===== src/hw/rtl/bmsl_pkg.sv =====
// Shared types, constants and a helper function for the bounded sorted match list.
`default_nettype none

package bmsl_pkg;

  localparam int MAX_ENTRIES = 16;
  localparam int IDX_W       = (MAX_ENTRIES > 1) ? $clog2(MAX_ENTRIES) : 1;
  localparam int CNT_W       = $clog2(MAX_ENTRIES + 1);

  localparam int OFS_W  = 10;
  localparam int DIST_W = 24;
  localparam int RANK_W = 6;
  localparam int KEPT_W = 7;
  localparam int LOG_W  = 3;

  typedef enum logic [1:0] {
    OP_START  = 2'd0,
    OP_INSERT = 2'd1,
    OP_READ   = 2'd2,
    OP_NONE   = 2'd3
  } op_t;

  typedef enum logic [2:0] {
    ST_INSERTED   = 3'd0,
    ST_ORIGIN     = 3'd1,
    ST_TOO_FAR    = 3'd2,
    ST_NOT_BETTER = 3'd3,
    ST_STARTED    = 3'd4,
    ST_ENTRY      = 3'd5
  } status_t;

  typedef struct packed {
    logic signed [OFS_W-1:0] x;
    logic signed [OFS_W-1:0] y;
    logic [DIST_W-1:0]       distance;
  } entry_t;

  typedef struct packed {
    logic start;
    logic insert;
    logic rotate;
  } cell_cmd_t;

  // Floor of the base two logarithm; zero for zero.
  function automatic logic [LOG_W-1:0] flog2(input logic [CNT_W-1:0] n);
    logic [LOG_W-1:0] lg;
    lg = '0;
    for (int b = 0; b < CNT_W; b++) begin
      if (n[b]) begin
        lg = LOG_W'(b);
      end
    end
    return lg;
  endfunction

endpackage

`default_nettype wire


===== src/hw/rtl/bmsl_cell.sv =====
// One position of the sorted candidate list: holds an entry and shifts or rotates it.
`default_nettype none

module bmsl_cell (
  input  wire                          clk,
  input  bmsl_pkg::cell_cmd_t          cmd,
  input  bmsl_pkg::entry_t             new_ent,
  input  bmsl_pkg::entry_t             left_ent,
  input  bmsl_pkg::entry_t             right_ent,
  input  wire                          left_ge,
  input  wire [bmsl_pkg::IDX_W-1:0]    idx,
  input  wire [bmsl_pkg::CNT_W-1:0]    count,
  output bmsl_pkg::entry_t             ent,
  output logic                         ge
);
  import bmsl_pkg::*;

  entry_t ent_r;
  entry_t ent_nxt;
  logic   occupied;

  assign occupied = {1'b0, idx} < count;
  // The candidate stays behind this entry when its distance is equal or larger.
  assign ge       = occupied && (new_ent.distance >= ent_r.distance);
  assign ent      = ent_r;

  always_comb begin
    ent_nxt = ent_r;
    if (cmd.start) begin
      if (idx == '0) begin
        ent_nxt = '0;
      end
    end else if (cmd.insert) begin
      if (!ge) begin
        ent_nxt = left_ge ? new_ent : left_ent;
      end
    end else if (cmd.rotate) begin
      ent_nxt = right_ent;
    end
  end

  always_ff @(posedge clk) begin
    ent_r <= ent_nxt;
  end

endmodule

`default_nettype wire


===== src/hw/rtl/bounded_sorted_match_list.sv =====
// Top level of the bounded sorted match list: sequencer, cell chain and output register.
//
//  channel | dir | handshake          | contents
//  in_     | in  | in_tvalid/tready   | tuser: op; tdata: offset_x, offset_y, distance
//  out_    | out | out_tvalid/tready  | tuser: status; tlast: last; tdata: entry fields
//  cfg_    | in  | cfg_we             | cfg_wdata: distance_limit
//
// A start or insert is registered and then all cells compare against the candidate and
// shift in parallel; an unused item is registered and dropped.
// A readout of a non-empty list rotates the chain once around its full length through
// cell 0, which feeds the output register, so the list order is restored. A readout of
// an empty list gives no output.
// Rotation of a listed entry, and the compare and shift of a start or insert, pause while
// the output register holds a result that is not taken.
// Reset is synchronous; it empties the list and sets the limit to its maximum.
`default_nettype none

module bounded_sorted_match_list (
  input  wire         clk,
  input  wire         rst_n,
  input  wire         in_tvalid,
  output logic        in_tready,
  input  wire  [47:0] in_tdata,   // offset_x[9:0], offset_y[19:10], distance[43:20], zeros
  input  wire  [1:0]  in_tuser,   // op[1:0]
  output logic        out_tvalid,
  input  wire         out_tready,
  output logic [63:0] out_tdata,  // entry_x[9:0], entry_y[19:10], entry_distance[43:20],
                                  // entry_rank[49:44], kept_count[56:50],
                                  // log_count[59:57], zeros
  output logic [2:0]  out_tuser,  // status[2:0]
  output logic        out_tlast,
  input  wire         cfg_we,
  input  wire  [23:0] cfg_wdata
);
  import bmsl_pkg::*;

  typedef enum logic [2:0] {
    S_IDLE = 3'b001,
    S_EXEC = 3'b010,
    S_READ = 3'b100
  } state_t;

  state_t             state_r, state_nxt;
  logic [DIST_W-1:0]  limit_r;
  op_t                op_r;
  entry_t             cand_r;
  logic [CNT_W-1:0]   count_r, count_nxt;
  logic [IDX_W-1:0]   rank_r, rank_nxt;
  logic [LOG_W-1:0]   log_r, log_nxt;

  logic               out_valid_r, out_valid_nxt;
  status_t            out_status_r, out_status_nxt;
  entry_t             out_ent_r, out_ent_nxt;
  logic [RANK_W-1:0]  out_rank_r, out_rank_nxt;
  logic [KEPT_W-1:0]  out_kept_r, out_kept_nxt;
  logic [LOG_W-1:0]   out_log_r, out_log_nxt;
  logic               out_last_r, out_last_nxt;

  cell_cmd_t          cmd;
  entry_t             ent      [MAX_ENTRIES];
  entry_t             left_ent [MAX_ENTRIES];
  entry_t             right_ent[MAX_ENTRIES];
  logic               ge       [MAX_ENTRIES];
  logic               left_ge  [MAX_ENTRIES];
  logic               slot_free;
  logic               in_accept;
  logic               is_full;
  logic               sorted_ok;

  assign in_tready = (state_r == S_IDLE);
  assign in_accept = in_tvalid && in_tready;
  assign slot_free = !out_valid_r || out_tready;
  assign is_full   = (count_r == CNT_W'(MAX_ENTRIES));

  // Neighbor wiring of the chain; cell 0 always counts as the insertion head.
  always_comb begin
    for (int i = 0; i < MAX_ENTRIES; i++) begin
      left_ent[i]  = (i == 0) ? cand_r : ent[(i == 0) ? 0 : i - 1];
      left_ge[i]   = (i == 0) ? 1'b1   : ge[(i == 0) ? 0 : i - 1];
      right_ent[i] = ent[(i == MAX_ENTRIES - 1) ? 0 : i + 1];
    end
  end

  for (genvar g = 0; g < MAX_ENTRIES; g++) begin : g_cell
    bmsl_cell u_cell (
      .clk       (clk),
      .cmd       (cmd),
      .new_ent   (cand_r),
      .left_ent  (left_ent[g]),
      .right_ent (right_ent[g]),
      .left_ge   (left_ge[g]),
      .idx       (IDX_W'(g)),
      .count     (count_r),
      .ent       (ent[g]),
      .ge        (ge[g])
    );
  end

  always_comb begin
    state_nxt      = state_r;
    count_nxt      = count_r;
    rank_nxt       = rank_r;
    log_nxt        = log_r;
    cmd            = '0;
    out_valid_nxt  = out_valid_r && !out_tready;
    out_status_nxt = out_status_r;
    out_ent_nxt    = out_ent_r;
    out_rank_nxt   = out_rank_r;
    out_kept_nxt   = out_kept_r;
    out_log_nxt    = out_log_r;
    out_last_nxt   = out_last_r;

    unique case (state_r)
      S_IDLE: begin
        if (in_accept) begin
          state_nxt = S_EXEC;
        end
      end
      S_EXEC: begin
        unique case (op_r)
          OP_START, OP_INSERT: begin
            if (slot_free) begin
              out_valid_nxt = 1'b1;
              out_ent_nxt   = '0;
              out_rank_nxt  = '0;
              out_log_nxt   = '0;
              out_last_nxt  = 1'b1;
              state_nxt     = S_IDLE;
              if (op_r == OP_START) begin
                cmd.start      = 1'b1;
                count_nxt      = CNT_W'(1);
                out_status_nxt = ST_STARTED;
              end else if (cand_r.x == '0 && cand_r.y == '0) begin
                out_status_nxt = ST_ORIGIN;
              end else if (cand_r.distance > limit_r) begin
                out_status_nxt = ST_TOO_FAR;
              end else if (is_full && ge[MAX_ENTRIES-1]) begin
                out_status_nxt = ST_NOT_BETTER;
              end else begin
                cmd.insert     = 1'b1;
                out_status_nxt = ST_INSERTED;
                if (!is_full) begin
                  count_nxt = count_r + CNT_W'(1);
                end
              end
              out_kept_nxt = KEPT_W'(count_nxt);
            end
          end
          OP_READ: begin
            if (count_r == '0) begin
              state_nxt = S_IDLE;
            end else begin
              log_nxt   = flog2(count_r);
              count_nxt = CNT_W'(1) << flog2(count_r);
              rank_nxt  = '0;
              state_nxt = S_READ;
            end
          end
          default: begin
            state_nxt = S_IDLE;
          end
        endcase
      end
      S_READ: begin
        // Entries past the kept count still rotate by to restore the order.
        if (({1'b0, rank_r} >= count_r) || slot_free) begin
          cmd.rotate = 1'b1;
          if ({1'b0, rank_r} < count_r) begin
            out_valid_nxt  = 1'b1;
            out_status_nxt = ST_ENTRY;
            out_ent_nxt    = ent[0];
            out_rank_nxt   = RANK_W'(rank_r);
            out_kept_nxt   = KEPT_W'(count_r);
            out_log_nxt    = log_r;
            out_last_nxt   = ({1'b0, rank_r} == count_r - CNT_W'(1));
          end
          if (rank_r == IDX_W'(MAX_ENTRIES - 1)) begin
            state_nxt = S_IDLE;
          end else begin
            rank_nxt = rank_r + IDX_W'(1);
          end
        end
      end
      default: begin
        state_nxt = S_IDLE;
      end
    endcase
  end

  always_ff @(posedge clk) begin
    if (!rst_n) begin
      state_r     <= S_IDLE;
      count_r     <= '0;
      out_valid_r <= 1'b0;
      limit_r     <= '1;
    end else begin
      state_r     <= state_nxt;
      count_r     <= count_nxt;
      out_valid_r <= out_valid_nxt;
      if (cfg_we) begin
        limit_r <= cfg_wdata;
      end
    end
  end

  always_ff @(posedge clk) begin
    if (in_accept) begin
      op_r            <= op_t'(in_tuser);
      cand_r.x        <= in_tdata[9:0];
      cand_r.y        <= in_tdata[19:10];
      cand_r.distance <= in_tdata[43:20];
    end
    rank_r       <= rank_nxt;
    log_r        <= log_nxt;
    out_status_r <= out_status_nxt;
    out_ent_r    <= out_ent_nxt;
    out_rank_r   <= out_rank_nxt;
    out_kept_r   <= out_kept_nxt;
    out_log_r    <= out_log_nxt;
    out_last_r   <= out_last_nxt;
  end

  assign out_tvalid = out_valid_r;
  assign out_tuser  = out_status_r;
  assign out_tlast  = out_last_r;
  assign out_tdata  = {4'b0, out_log_r, out_kept_r, out_rank_r,
                       out_ent_r.distance, out_ent_r.y, out_ent_r.x};

  always_comb begin
    sorted_ok = 1'b1;
    for (int i = 0; i < MAX_ENTRIES - 1; i++) begin
      if ((CNT_W'(i + 1) < count_r) && (ent[i].distance > ent[i+1].distance)) begin
        sorted_ok = 1'b0;
      end
    end
  end

  a_count_bound: assert property (@(posedge clk) disable iff (!rst_n)
    count_r <= CNT_W'(MAX_ENTRIES))
    else $error("entry count above list capacity");

  a_sorted: assert property (@(posedge clk) disable iff (!rst_n)
    (state_r == S_IDLE) |-> sorted_ok)
    else $error("stored entries out of distance order");

  a_one_item: assert property (@(posedge clk) disable iff (!rst_n)
    in_accept |=> !in_tready)
    else $error("second item taken while one is in work");

  a_entry_rank: assert property (@(posedge clk) disable iff (!rst_n)
    (out_valid_r && out_status_r == ST_ENTRY) |-> (KEPT_W'(out_rank_r) < out_kept_r))
    else $error("listed rank beyond kept count");

  a_entry_pow2: assert property (@(posedge clk) disable iff (!rst_n)
    (out_valid_r && out_status_r == ST_ENTRY) |-> $onehot(out_kept_r))
    else $error("readout count is not a power of two");

endmodule

`default_nettype wire

===== config.mk =====
export PLATFORM = sky130hd
export DESIGN_NAME = bounded_sorted_match_list
export DESIGN_NICKNAME = d
export VERILOG_FILES = /design/src/hw/rtl/bmsl_pkg.sv /design/src/hw/rtl/bmsl_cell.sv /design/src/hw/rtl/bounded_sorted_match_list.sv
export SDC_FILE = /design/constraint.sdc
export NUM_CORES = 2
export LEC_CHECK = 0
export BUFFER_PORTS_ARGS = -buffer_cell sky130_fd_sc_hd__buf_2
export CAP_MARGIN = 10
export CELL_PAD_IN_SITES_DETAIL_PLACEMENT = 1
export CELL_PAD_IN_SITES_GLOBAL_PLACEMENT = 2
export CORE_ASPECT_RATIO = 0.8
export CORE_MARGIN = 8
export CORE_UTILIZATION = 45
export CTS_CLUSTER_DIAMETER = 100
export DETAILED_ROUTE_END_ITERATION = 10
export PLACE_DENSITY = 0.95
export RECOVER_POWER = 50
export SLEW_MARGIN = 20
export SYNTH_ARGS = -nofsm -noshare
export SYNTH_HDL_FRONTEND = slang
export SYNTH_SLANG_ARGS = --single-unit

===== constraint.sdc =====
create_clock -name clk -period 17.36 [get_ports clk]
set_input_delay 0.868 -clock clk [delete_from_list [all_inputs] [get_ports clk]]
set_output_delay 0.868 -clock clk [all_outputs]
set_load 0.01 [all_outputs]

==> results.json <==
{
  "setup_viol": 0,
  "crit_required_ns": 17.52,
  "gr-usage-all-layers_pct": 26.5,
  "cts_setup_buffers": 0,
  "path_delay_family": "buffers and inverters",
  "final_util_pct": 49.7,
  "grt_pass1_wl_um": 258000,
  "synthesis.instances": 5051,
  "cts_max_level": 3,
  "wire_per_inst_um": 26.1,
  "num_rows": 110,
  "viasPerCell": 6.16,
  "yosysTopAreaCellShare_pct": 45.3,
  "ys_warn_count": 0,
  "drt-pass1-iter-count": 5,
  "drt_iter0_markers": 4085,
  "worstMarginPinSlew_ns": 4.59,
  "synth_flop_cell": "edfxtp_1",
  "initial_utilization_pct": 45.4,
  "violations": "max-capacitance violations, max-slew violations",
  "path_buf_inv": 3,
  "grt_pass1_vias": 41400,
  "place.gp.congestion": 0.866,
  "core-area_um2": 113000,
  "worstHoldPathType": "input port to register",
  "clk_path_buf_depth": 3,
  "path_cells": "clkbuf_1 > ha_1 > nand3_1 > nor3_1 > nand2_1 > o32ai_1 > nand3b_1 > clkbuf_1 > o21ai_4 > clkbuf_1",
  "cts_tree": "built",
  "nFillCells": 12500,
  "period_needed_ns": 11.15,
  "end_kind": "register",
  "place.port_buffers": 136,
  "grt-ovfl-total": 0,
  "rsz0062_at_grt": "no",
  "vias": 40800,
  "outcome": "finished with violations",
  "power_density_nw_per_um2": 86.4,
  "synth.avg_cell_area_um2": 10.1,
  "dp_hpwl_um": 113000,
  "slew_headroom_pct": -209,
  "finalCritPeriodShare_pct": 64.2,
  "antenna_found_initial": 2,
  "syn-cell-area_um2": 51200,
  "clock-root-buffer": "clkbuf_16",
  "seq_area_um2": 24800,
  "drive_above_1_share_pct": 6.96,
  "fin_tns_setup_ns": 0,
  "hold_buffers": 0,
  "grt_max_degree": 225,
  "synth.distinct_cells": 68,
  "cp_slowest_cell": "clkbuf_1",
  "p_leak_nw": 22.4,
  "arrival_ns": 11.31,
  "nNetsFinal": 5520,
  "multi_input_area_um2": 23500,
  "synth_area_leaders": "edfxtp_1, mux2i_1, ha_1",
  "cts_buffers": 93,
  "ant_nets": 0,
  "crit_top_cell": "clkbuf_1",
  "fp.dieW_um": 393,
  "async_flop_share_pct": 0,
  "ir_worst_vdd_mv": 0.0773,
  "synth_edf_count": 773,
  "crit_fanout": 61,
  "antenna_cells": 0,
  "die_area_um2": 125000,
  "clkLatencyLatePin_ns": 0.73,
  "hold_violations": 0,
  "cts_resized": 0,
  "ys_seq_area_share_pct": 48.3,
  "route.detailed.drc": 0,
  "startpoint_type": "register",
  "drt_wl_total_um": 172000,
  "clock-sinks": 850,
  "slowest_delay_ns": 2.73,
  "dieHeight_um": 318,
  "io_pins": 149,
  "skew_ns": 0.0913,
  "ys_ff_latch": 850,
  "clk_pin_slew_ns": 0.06,
  "drv_cap": 18,
  "slew_viol_final": 900,
  "fmax_mhz": 89.7,
  "synth_top_cell_by_area": "edfxtp_1",
  "syn2layout_area_growth_pct": 9.33,
  "critPathKind": "register to register"
}
## report_power, final
| group | internal [W] | total, W | switching, W |
|---|---|---|---|
| combinational | 0.000162 | 0.000450 | 0.000288 |
| clock | 0.00113 | 0.00202 | 0.000897 |
| sequential | 0.00228 | 0.00237 | 0.0000826 |
| total | 0.00357 | 0.00484 | 0.00127 |
## Yosys cell counts, types with 12 or more instances
cell	number
clkbuf_1	131
nand2b_1	21
edfxtp_1	773
dfxtp_1	77
o21ai_0	407
a21oi_1	527
nand4_1	50
a22oi_1	69
o21a_1	32
nor2_1	384
inv_1	409
a21o_1	58
buf_1	29
a311oi_1	25
o21ai_1	44
o221a_2	19
ha_1	416
buf_2	163
mux2i_1	530
a211oi_1	25
nor3_1	41
o211ai_1	43
nor2b_1	33
buf_4	18
nor4_1	12
a31oi_1	19
nand2_1	519
and3_1	31
buf_6	15
nand3_1	29
## metrics by stage
| step | hold WS [ns] | cell area, um^2 | power [W] | instances | setup slack (ns) |
|---|---|---|---|---|---|
| floorplan | 0.403 | 51200 | 0.00265 | 5058 | 11.00 |
| global placement | 0.472 | 53100 | 0.00281 | 6441 | 10.93 |
| detailed placement | 0.478 | 53100 | 0.00284 | 6441 | 10.82 |
| CTS | 0.263 | 56100 | 0.00485 | 6614 | 10.75 |
| global route | 0.282 | 56000 | 0.00498 | 6615 | 5.81 |
| finish | 0.320 | 56000 | 0.00484 | 6615 | 6.21 |
## layout make-up
cell class | instances | area share, %
Timing Repair Buffer | 232 | 2.34
Clock buffer | 137 | 4.79
Multi-Input combinational cell | 3438 | 41.9
Clock inverter | 36 | 0.664
Sequential cell | 850 | 44.2
Inverter | 410 | 2.75
Tap cell | 1512 | 3.38
## cells in the final DEF (no fill, tap or decap), types with 19 or more instances in the layout
master	synthesis	final
a211oi_1	25	25
a21o_1	58	58
a21oi_1	527	525
a22oi_1	69	69
a311oi_1	25	25
a31oi_1	19	19
and3_1	31	31
buf_2	163	72
buf_4	18	82
clkbuf_1	131	103
clkbuf_16	0	95
clkinv_2	0	19
dfxtp_1	77	77
edfxtp_1	773	773
ha_1	416	416
inv_1	409	410
mux2i_1	530	530
nand2_1	519	515
nand2b_1	21	20
nand3_1	29	24
nand4_1	50	50
nor2_1	384	384
nor2b_1	33	33
nor3_1	41	41
o211ai_1	43	43
o21a_1	32	31
o21ai_0	407	415
o21ai_1	44	20
o221a_2	19	19
## worst paths after layout
kind | slack [ns] | to | cells after the start | start
worst max-delay path | 6.21 | g_cell[15].u_cell.ent[41] | 10 | cand_r[20]
worst min-delay path | 0.32 | op_r[0] | 1 | in_tuser[0]
worst max register to register | 6.21 | g_cell[15].u_cell.ent[41] | 10 | cand_r[20]
worst min register to register | 0.48 | g_cell[3].u_cell.ent[40] | 2 | g_cell[4].u_cell.ent[40]
## cells by family (layout without fill, tap and decap cells)
family | Yosys count | in the layout | synth area share [%]
adder cells (fa/ha/maj) | 416 | 416 | 10.2
multiplexers | 530 | 530 | 10.4
flip-flops | 850 | 850 | 48.3
AO/OA/AOI/OAI | 1322 | 1322 | 14.9
XOR/XNOR | 6 | 6 | 0.103
AND/OR/NAND/NOR | 1156 | 1156 | 9.64
other | 1 | 8 | 0.00732
buffers and inverters | 770 | 815 | 6.50
## state kept, by name, indices dropped and copies added (netlist names), 4 cells and up
signal and cells:
g_cell.u_cell.ent 704, cand_r 44, out_tdata 44, limit_r 24, count_r 5, out_kept_r 5
out_rank_r 4, rank_r 4
## layer usage
metal	routed length [um]	global-route usage (%)	vias up
li1	-	-	18200
met3	13700	4.29	315
met5	13	0	-
met1	75900	38.0	20600
met2	77500	41.3	1634
met4	5280	7.92	2
Power figures use the tool's default switching activity.
